[src/sv/ktd_pkg.sv]
// ----------------------------------------------------------------------------
// ktd_pkg
// shared types and constants for the keyframe translation delta core
// ----------------------------------------------------------------------------
package ktd_pkg;

	localparam int MaxKeys = 64;
	localparam int IdxW    = $clog2(MaxKeys);
	localparam int CntW    = $clog2(MaxKeys + 1);

	localparam logic [0:0] CFG_KEY_COUNT = 1'b0;
	localparam logic [0:0] CFG_DURATION  = 1'b1;

	localparam logic MODE_LOAD  = 1'b0;
	localparam logic MODE_QUERY = 1'b1;

	typedef struct packed {
		logic               mode;
		logic [5:0]         key_index;
		logic [31:0]        key_time;
		logic signed [31:0] key_x;
		logic signed [31:0] key_y;
		logic signed [31:0] key_z;
		logic [31:0]        start_time;
		logic [31:0]        end_time;
	} in_item_t;

	typedef struct packed {
		logic signed [31:0] delta_x;
		logic signed [31:0] delta_y;
		logic signed [31:0] delta_z;
	} out_item_t;

	typedef enum logic [3:0] {
		ST_IDLE,
		ST_SEL,     // pick next sample time
		ST_READ,    // issue table read for current key
		ST_CMP,     // compare key time against sample
		ST_DIV,     // iterative alpha division
		ST_MUL,     // per-axis lerp multiply
		ST_ACC,     // fold sample into accumulator
		ST_DONE
	} state_t;

	// controller -> datapath
	typedef struct packed {
		logic       load;      // write key into table
		logic       capture;   // latch query times
		logic       sel_init;  // reset walk for new sample
		logic       rd;        // read key at walk index
		logic       step;      // key passed: becomes previous key
		logic       hold;      // walk ended: sample = previous key
		logic       div_start;
		logic       mul_start;
		logic       acc;       // accumulate current sample
		logic       emit;
	} cmd_t;

	// datapath -> controller
	typedef struct packed {
		logic       walk_end;   // index reached key count, capped at MaxKeys
		logic       hit;        // sample time <= key time
		logic       div_done;
		logic       mul_done;
		logic       last_sample;
	} stat_t;

endpackage

[src/sv/ktd_ctrl.sv]
// ----------------------------------------------------------------------------
// ktd_ctrl
// sequencer for the keyframe walk, division and lerp of each sample
// ----------------------------------------------------------------------------
module ktd_ctrl (
	input  logic             clk,
	input  logic             arst_n,
	input  logic             start,
	input  logic             mode,
	input  ktd_pkg::stat_t   stat,
	output ktd_pkg::cmd_t    cmd,
	output logic             busy
);

	ktd_pkg::state_t state_q, state_d;

	always_ff @(posedge clk or negedge arst_n) begin
		if (!arst_n) begin
			state_q <= ktd_pkg::ST_IDLE;
		end else begin
			state_q <= state_d;
		end
	end

	always_comb begin
		state_d = state_q;
		case (state_q)
			ktd_pkg::ST_IDLE: begin
				if (start && mode == ktd_pkg::MODE_QUERY) state_d = ktd_pkg::ST_SEL;
			end
			ktd_pkg::ST_SEL:  state_d = ktd_pkg::ST_READ;
			ktd_pkg::ST_READ: begin
				if (stat.walk_end) state_d = ktd_pkg::ST_ACC;
				else state_d = ktd_pkg::ST_CMP;
			end
			ktd_pkg::ST_CMP: begin
				if (stat.hit) state_d = ktd_pkg::ST_DIV;
				else state_d = ktd_pkg::ST_READ;
			end
			ktd_pkg::ST_DIV: begin
				if (stat.div_done) state_d = ktd_pkg::ST_MUL;
			end
			ktd_pkg::ST_MUL: begin
				if (stat.mul_done) state_d = ktd_pkg::ST_ACC;
			end
			ktd_pkg::ST_ACC: begin
				if (stat.last_sample) state_d = ktd_pkg::ST_DONE;
				else state_d = ktd_pkg::ST_SEL;
			end
			ktd_pkg::ST_DONE: state_d = ktd_pkg::ST_IDLE;
			default: state_d = ktd_pkg::ST_IDLE;
		endcase
	end

	always_comb begin
		cmd = '0;
		busy = 1'b1;
		case (state_q)
			ktd_pkg::ST_IDLE: begin
				busy = 1'b0;
				cmd.load = start && mode == ktd_pkg::MODE_LOAD;
				cmd.capture = start && mode == ktd_pkg::MODE_QUERY;
			end
			ktd_pkg::ST_SEL:  cmd.sel_init = 1'b1;
			ktd_pkg::ST_READ: begin
				cmd.rd = !stat.walk_end;
				cmd.hold = stat.walk_end;
			end
			ktd_pkg::ST_CMP: begin
				cmd.div_start = stat.hit;
				cmd.step = !stat.hit;
			end
			ktd_pkg::ST_DIV: cmd.mul_start = stat.div_done;
			ktd_pkg::ST_MUL: ;
			ktd_pkg::ST_ACC:  cmd.acc = 1'b1;
			ktd_pkg::ST_DONE: cmd.emit = 1'b1;
			default: ;
		endcase
	end

endmodule

[config.mk]
export PLATFORM = sky130hd
export DESIGN_NAME = ktd_ctrl
export DESIGN_NICKNAME = d
export VERILOG_FILES = /design/src/sv/ktd_pkg.sv /design/src/sv/ktd_ctrl.sv
export SDC_FILE = /design/constraint.sdc
export NUM_CORES = 1
export LEC_CHECK = 0
export ABC_AREA = 1
export BUFFER_PORTS_ARGS = -buffer_cell sky130_fd_sc_hd__buf_2
export CORE_AREA = 2 2 39 41
export DETAILED_ROUTE_END_ITERATION = 10
export DIE_AREA = 0 0 41 43
export GPL_TIMING_DRIVEN = 0
export PLACE_DENSITY = 0.48
export SYNTH_ARGS = -nofsm -noshare
export SYNTH_HDL_FRONTEND = slang
export SYNTH_SLANG_ARGS = --single-unit
[constraint.sdc]
create_clock -name clk -period 1.25 [get_ports clk]
set_input_delay 0.125 -clock clk [delete_from_list [all_inputs] [get_ports clk]]
set_output_delay 0.125 -clock clk [all_outputs]
set_load 0.05 [all_outputs]
==> results of run 1 <==
[area by class of cell]
cell class              instances  area, µm²  share of cell area
plain buffers                   1       11.3              0.0148
clock buffers                   4       26.3              0.0346
inverters                       9       43.8              0.0577
multi-input cells              31        264               0.348
flip-flops and latches          3       77.6               0.102
well taps                      16       20.0              0.0264
repair buffers                 33        310               0.409
repair inverters                1       6.26             0.00824
[cell families after synthesis]
logic type | Yosys count | share of synthesized area
and+or+nand+nor | 29 | 0.530
AOI/OAI and AO/OA | 2 | 0.0445
buffers and inverters | 11 | 0.182
DFF | 3 | 0.243
[synth_stat cells]
library cell and n:
nand3_2 1, nor3_1 1, nor2_4 1, nand2_2 1, inv_1 5, nand3_1 6
nor3b_2 1, nand2_1 7, o21ai_1 1, a21oi_2 1, nand4_1 5, buf_6 2
nor3_2 1, nor2_2 1, inv_2 4, dfrtp_1 3, nor2_1 4
[power by group through the flow]
stage / combinational, mW / clock, mW / sequential (mW)
after floorplan: 0.850 / 0 / 0.187
after global placement: 1.02 / 0 / 0.197
after detailed placement: 1.02 / 0 / 0.196
after CTS: 1.27 / 0.178 / 0.192
after global routing: 1.78 / 0.192 / 0.234
final: 1.71 / 0.175 / 0.228
[timing repair]
item | 4_1_cts | 5_1_grt
gates cloned | 0 | 1
resized for setup | 24 | 23
setup endpoints to repair | 11 | 11
setup buffers | 4 | 9
hold buffers | 1 | 0
pin swaps | 3 | 6
hold endpoints to repair | 3 | 0
[layer usage]
| layer | part of all wire | GRT usage | up-vias |
|---|---|---|---|
| met2 | 0.54 | 0.172 | 30 |
| met3 | 0.069 | 0.0524 | 0 |
| met4 | 0 | 0.107 | 0 |
| met1 | 0.39 | 0.161 | 230 |
| li1 | - | - | 224 |
| met5 | 0 | 0 | - |
[critical path: stages (launching register included)]
cell and delay [ps]:
dfrtp_1 360, buf_6 130, nor2_4 140, buf_6 130, nand2_4 50, nor2_4 110, buf_8 150
[path summary, 6_finish.rpt]
path | startpoint | end | slack (ps) | cells past startpoint
worst max register to register | state_q[0] | state_q[1] | 70 | 6
min in group clk | stat[1] | state_q[0] | 210 | 4
worst min register to register | state_q[0] | state_q[0] | 720 | 3
worst max-delay path | state_q[0] | cmd[2] | -200 | 6
max in group asynchronous | arst_n | state_q[1] | 910 | 2
worst min-delay path | arst_n | state_q[0] | 210 | 2
[layout by cell type, fill, tap and decap left out]
master,netlist,routed
nand3_2,1,2
nor3_4,0,2
dlygate4sd3_1,0,1
nor2_2,1,2
inv_4,0,1
inv_1,5,4
inv_6,0,1
nor2_4,1,4
buf_6,2,11
buf_4,0,9
dfrtp_2,0,2
nand4_1,5,5
clkbuf_4,0,3
o21ai_1,1,1
inv_2,4,3
a21oi_2,1,1
nor3b_4,0,1
clkinv_4,0,1
nand3_1,6,4
nand2_4,0,3
buf_2,0,8
clkbuf_1,0,1
nand2_1,7,5
buf_12,0,1
dfrtp_1,3,1
nand3_4,0,1
buf_8,0,4
[per-stage QoR]
step	hold WS, ps	area [µm²]
floorplan	-171	352
global route	219	759
CTS	194	606
global placement	-76.4	467
detailed placement	-78.3	467
finish	214	759
==> flow_summary.ini, run 1 <==
[status]
status = complete, but fails checks
violations = setup timing

[clock_network]
cts.sinks = 3
cts_buffer_depth = 2
insertion_delay_ps = 240
clkTransAtPathRegs_ps = 40
cts_buffers = 3
root_buffer = clkbuf_4
htree_levels = 1
cts_tree = yes

[route]
num_vias = 484
routed_wl_um = 1210
wl_per_cell_um = 12.4
dr.pass1.iters = 4
drt_first_iter_violations = 13
avgViaCountPerCell = 4.94
drc = 0
ant_nets = 0

[logic_synthesis]
synthTopCellsByArea = dfrtp_1 (24%), nand4_1 (10%), nand3_1 (9.7%), nand2_1 (8.5%), buf_6 (7.3%)
synth_area_leader_cell = dfrtp_1
yosys.area.top_type_share = 0.243
syn_area_um2 = 309
yosys_register_bits = 3
synth_seq_area_share = 0.243
yosys_warnings = 0
ys_types = 17
avgSynthCellArea_um2 = 6.87
synth_cells = 45
syn-num-nets = 54

[final_layout]
diodes = 0
layout-drive-gt1-share = 0.732
syn2layout_area_growth_pct = 146
layout.cells.non_filler = 98
post-route-util = 0.549
n_fill_cell = 132
largest_register_ff_count = 3
top_register = state_q
fin_nets = 92
largest_registers = state_q: 3 flops

[place]
gp_congestion = 0.753
dp.cells = 80
post-place-ws_ps = -93.9
hpwl_um = 643
port_buffers = 19

[global_route]
grt_usage = 0.132
gr-total-overflow = 0
grt_max_degree = 10
antenna_found_initial = 0
grt_pass1_vias = 369
grt_pass1_wl_um = 1520

[die]
initial_core_util = 0.223
pin_count = 20
coreArea_mm2 = 0.00138
die_h_um = 43
fp.dieW_um = 41
dieArea_mm2 = 0.00176
rows = 14

[power_and_ir_drop]
fin_total_pwr_mw = 2.11
p_sw_frac = 0.519
sequentialPowerShare = 0.108
ir_drop_uv = 1150
combPwrFrac = 0.809
p_switching_mw = 1.10
p_per_area_mw_per_mm2 = 2780
clkPwrFrac = 0.083
p_int_mw = 1.01
p_leak_nw = 0.389

[sta]
layout_setup_ws_ps = -202
setup_viol = 11
worstMarginPinSlew_ps = 195
finalCriticalPeriod_ps = 1450
rsz0062_at_grt = true
drv_slew = 0
tns_ps = -1060
fmax_mhz = 689
max_slew_margin = 0.870
hold_violations = 0
skew_ps = 6.50
fin_crit_sh = 1.16

[worst_setup_path]
crit_required_ps = 1120
cp_max_fo = 6
cp-start-kind = register
critPathKind = register to output port
end_kind = output port
worstPathArrival_ps = 1330

[worst_hold_path]
hp-class = input pin to async pin

[run]
max_cap_violations = 0
(Power assumes the default switching activity.)
==> run 2: changes to the inputs <==
Settings changed: ABC_AREA 1 to default, PLACE_DENSITY 0.48 to 0.49.
==> run 2 against run 1 <==
  * The flow still finishes with violations (setup timing)
  * Sequential cell count unchanged
  * Critical path depth is 3 lower
  * Clock skew down 3.9 ps
  * Clock power is 4% lower
  * Synthesized cell count down 11%
  * Worst setup slack improved by 37 ps
  * Utilization grew 1.8 points
  * Non-clock buffer count rose by 1
  * Wire length down 8.8%
  * Cell count down 7.1%
  * Global-route usage rose by 0.62 points
  * Largest cell class unchanged
  * Largest power group unchanged
==> flow_summary.ini, run 2 <==
[status]
status = complete, but fails checks
violations = setup timing

[worst_setup_path]
crit_path_top_delay_cell = dfrtp_2
cp-start-kind = register
end_kind = output port
cpPeakStageDelay_ps = 440
rr_worst_depth = 4
worstPathCellList = buf_8, nor4b_4, buf_6
crit_required_ps = 1120
crit_start = state_q[1]
r2r_start = state_q[0]
worstPathArrival_ps = 1290
cp_max_fo = 7
critPathKind = register to output port

[clock_network]
root_buffer = clkbuf_4
insertion_delay_ps = 230
clkTransAtPathRegs_ps = 40
htree_levels = 1
cts.sinks = 3
cts_buffers = 3
cts_buffer_depth = 2
cts_tree = yes

[logic_synthesis]
synthMostInstantiatedCell = nand2_1
synthSimpleGateAreaFrac = 0.372
synthMuxAreaShare = 0.0474
yosys.area_share.xor_xnor = 0
yosys_register_bits = 3
synth_compound_area_frac = 0.213
yosys.area.top_type_share = 0.237
ys_async_sr_fraction = 1.00
syn_area_um2 = 317
synthAdderAreaFrac = 0
yosys_warnings = 0
synthTopCellsByArea = dfrtp_1 (24%), buf_4 (7.1%), and3_1 (5.9%), nand2_1 (5.9%), nor2b_1 (5.9%)
avgSynthCellArea_um2 = 7.91
syn-num-nets = 49
yosys_most_used_dff = dfrtp_1
ys_types = 21
synth_edf_count = 0
synth_cells = 40
synth_top_family_by_area = simple AND/OR/NAND/NOR gates
synth_area_leader_cell = dfrtp_1
synth_seq_area_share = 0.237

[sta]
finalCriticalPeriod_ps = 1420
drv_slew = 0
setup_viol = 11
max_slew_margin = 0.843
worstMarginPinSlew_ps = 233
hold_violations = 0
skew_ps = 2.62
rsz0062_at_grt = true
fin_crit_sh = 1.13
fmax_mhz = 707
layout_setup_ws_ps = -165
tns_ps = -1470

[route]
wl_met3_um = 43
drt_first_iter_violations = 3
wl_per_cell_um = 12.1
ant_nets = 0
m1WireLength_um = 405
routed_wl_um = 1110
drc = 0
routed.top_layer = met3
avgViaCountPerCell = 4.65
num_vias = 423
met2WireLength_um = 657
dr.pass1.iters = 2

[global_route]
antenna_found_initial = 0
grt_pass1_vias = 372
grt_usage = 0.138
grt_max_degree = 8
gr-total-overflow = 0
grt_pass1_wl_um = 1630

[final_layout]
final_cell_mix = buf_4 (10), buf_8 (9), buf_2 (8)
register_area_um2 = 77.6
largest_registers = state_q: 3 flops
largest_register_ff_count = 3
layout-drive-gt1-share = 0.760
n_fill_cell = 127
syn2layout_area_growth_pct = 148
layout.cells.non_filler = 91
final_common_cell = buf_4
design_area_um2 = 785
fin_nets = 85
top_register = state_q
multi_input_area_um2 = 310
diodes = 0

[place]
dp.cells = 75
place_area_um2 = 500
port_buffers = 19
hpwl_um = 624
gp_congestion = 0.722

[power_and_ir_drop]
ir_drop_uv = 1340
p_leak_nw = 0.348
p_per_area_mw_per_mm2 = 2780
clkPwrFrac = 0.077
combPwrFrac = 0.814
p_int_mw = 1.16
p_sw_frac = 0.471
sequentialPowerShare = 0.109
p_switching_mw = 1.03

[die]
die_h_um = 43
initial_core_util = 0.229
pin_count = 20
fp.dieW_um = 41
dieArea_mm2 = 0.00176
coreArea_mm2 = 0.00138
rows = 14

[worst_hold_path]
hp-class = input pin to async pin

[run]
max_cap_violations = 0
==> run 2: cell families (layout without fill, tap and decap cells) <==
group | after synthesis | count (layout)
compound gates | 11 | 11
buf+inv | 6 | 41
flops | 3 | 3
mux | 1 | 1
simple gates | 19 | 19
==> run 2: area by class of cell <==
type | count | share of cell area
Sequential cell | 3 | 0.0989
Multi-Input combinational cell | 31 | 0.396
Buffer | 3 | 0.0526
Tap cell | 16 | 0.0255
Timing Repair Buffer | 32 | 0.380
Inverter | 2 | 0.0144
Clock buffer | 4 | 0.0335
==> run 2: final timing paths <==
check | slack [ps] | endpoint
max | -170 | cmd[2]
min | 220 | state_q[0]
max reg2reg | 30 | state_q[0]
min reg2reg | 760 | state_q[0]
max in group asynchronous | 910 | state_q[1]
min in group clk | 220 | state_q[0]
==> run 2: metal layers <==
layer  global-route usage  up-vias
met5                    0        -
met3                    0        0
met1                0.162      197
li1                     -      214
met2                0.244       12
met4               0.0600        0
==> run 2: stage by stage <==
stage / setup WS (ps) / hold slack, ps / power, mW / utilization
after floorplan: -130 / -171 / 1.14 / -
after global placement: -84.4 / -77.6 / 1.34 / 0.362
after detailed placement: -85.1 / -76.7 / 1.35 / 0.362
after CTS: -206 / 207 / 2.08 / 0.538
after global routing: -232 / 224 / 2.31 / 0.567
final: -165 / 216 / 2.18 / 0.567
==> run 2: timing repair <==
item	4_1_cts	5_1_grt
pin swaps	4	5
resized for setup	40	11
cloned	1	0
hold buffers	1	0
setup endpoints to repair	11	12
endpoints found under the hold margin	3	0
setup buffers	9	2
==> run 2: worst max-delay path, delay by kind of cell (launching register included) <==
kind	cells	cell delay, ps
buffers and inverters	2	340
AND/OR/NAND/NOR	1	280
flip-flops	1	440
==> run 2: power by group through the flow <==
stage	Sequential, mW	Clock, mW	Combinational [mW]
after detailed placement	0.184	0	1.16
after global placement	0.184	0	1.16
after floorplan	0.177	0	0.967
final	0.237	0.168	1.78
after CTS	0.205	0.174	1.70
after global routing	0.247	0.180	1.88
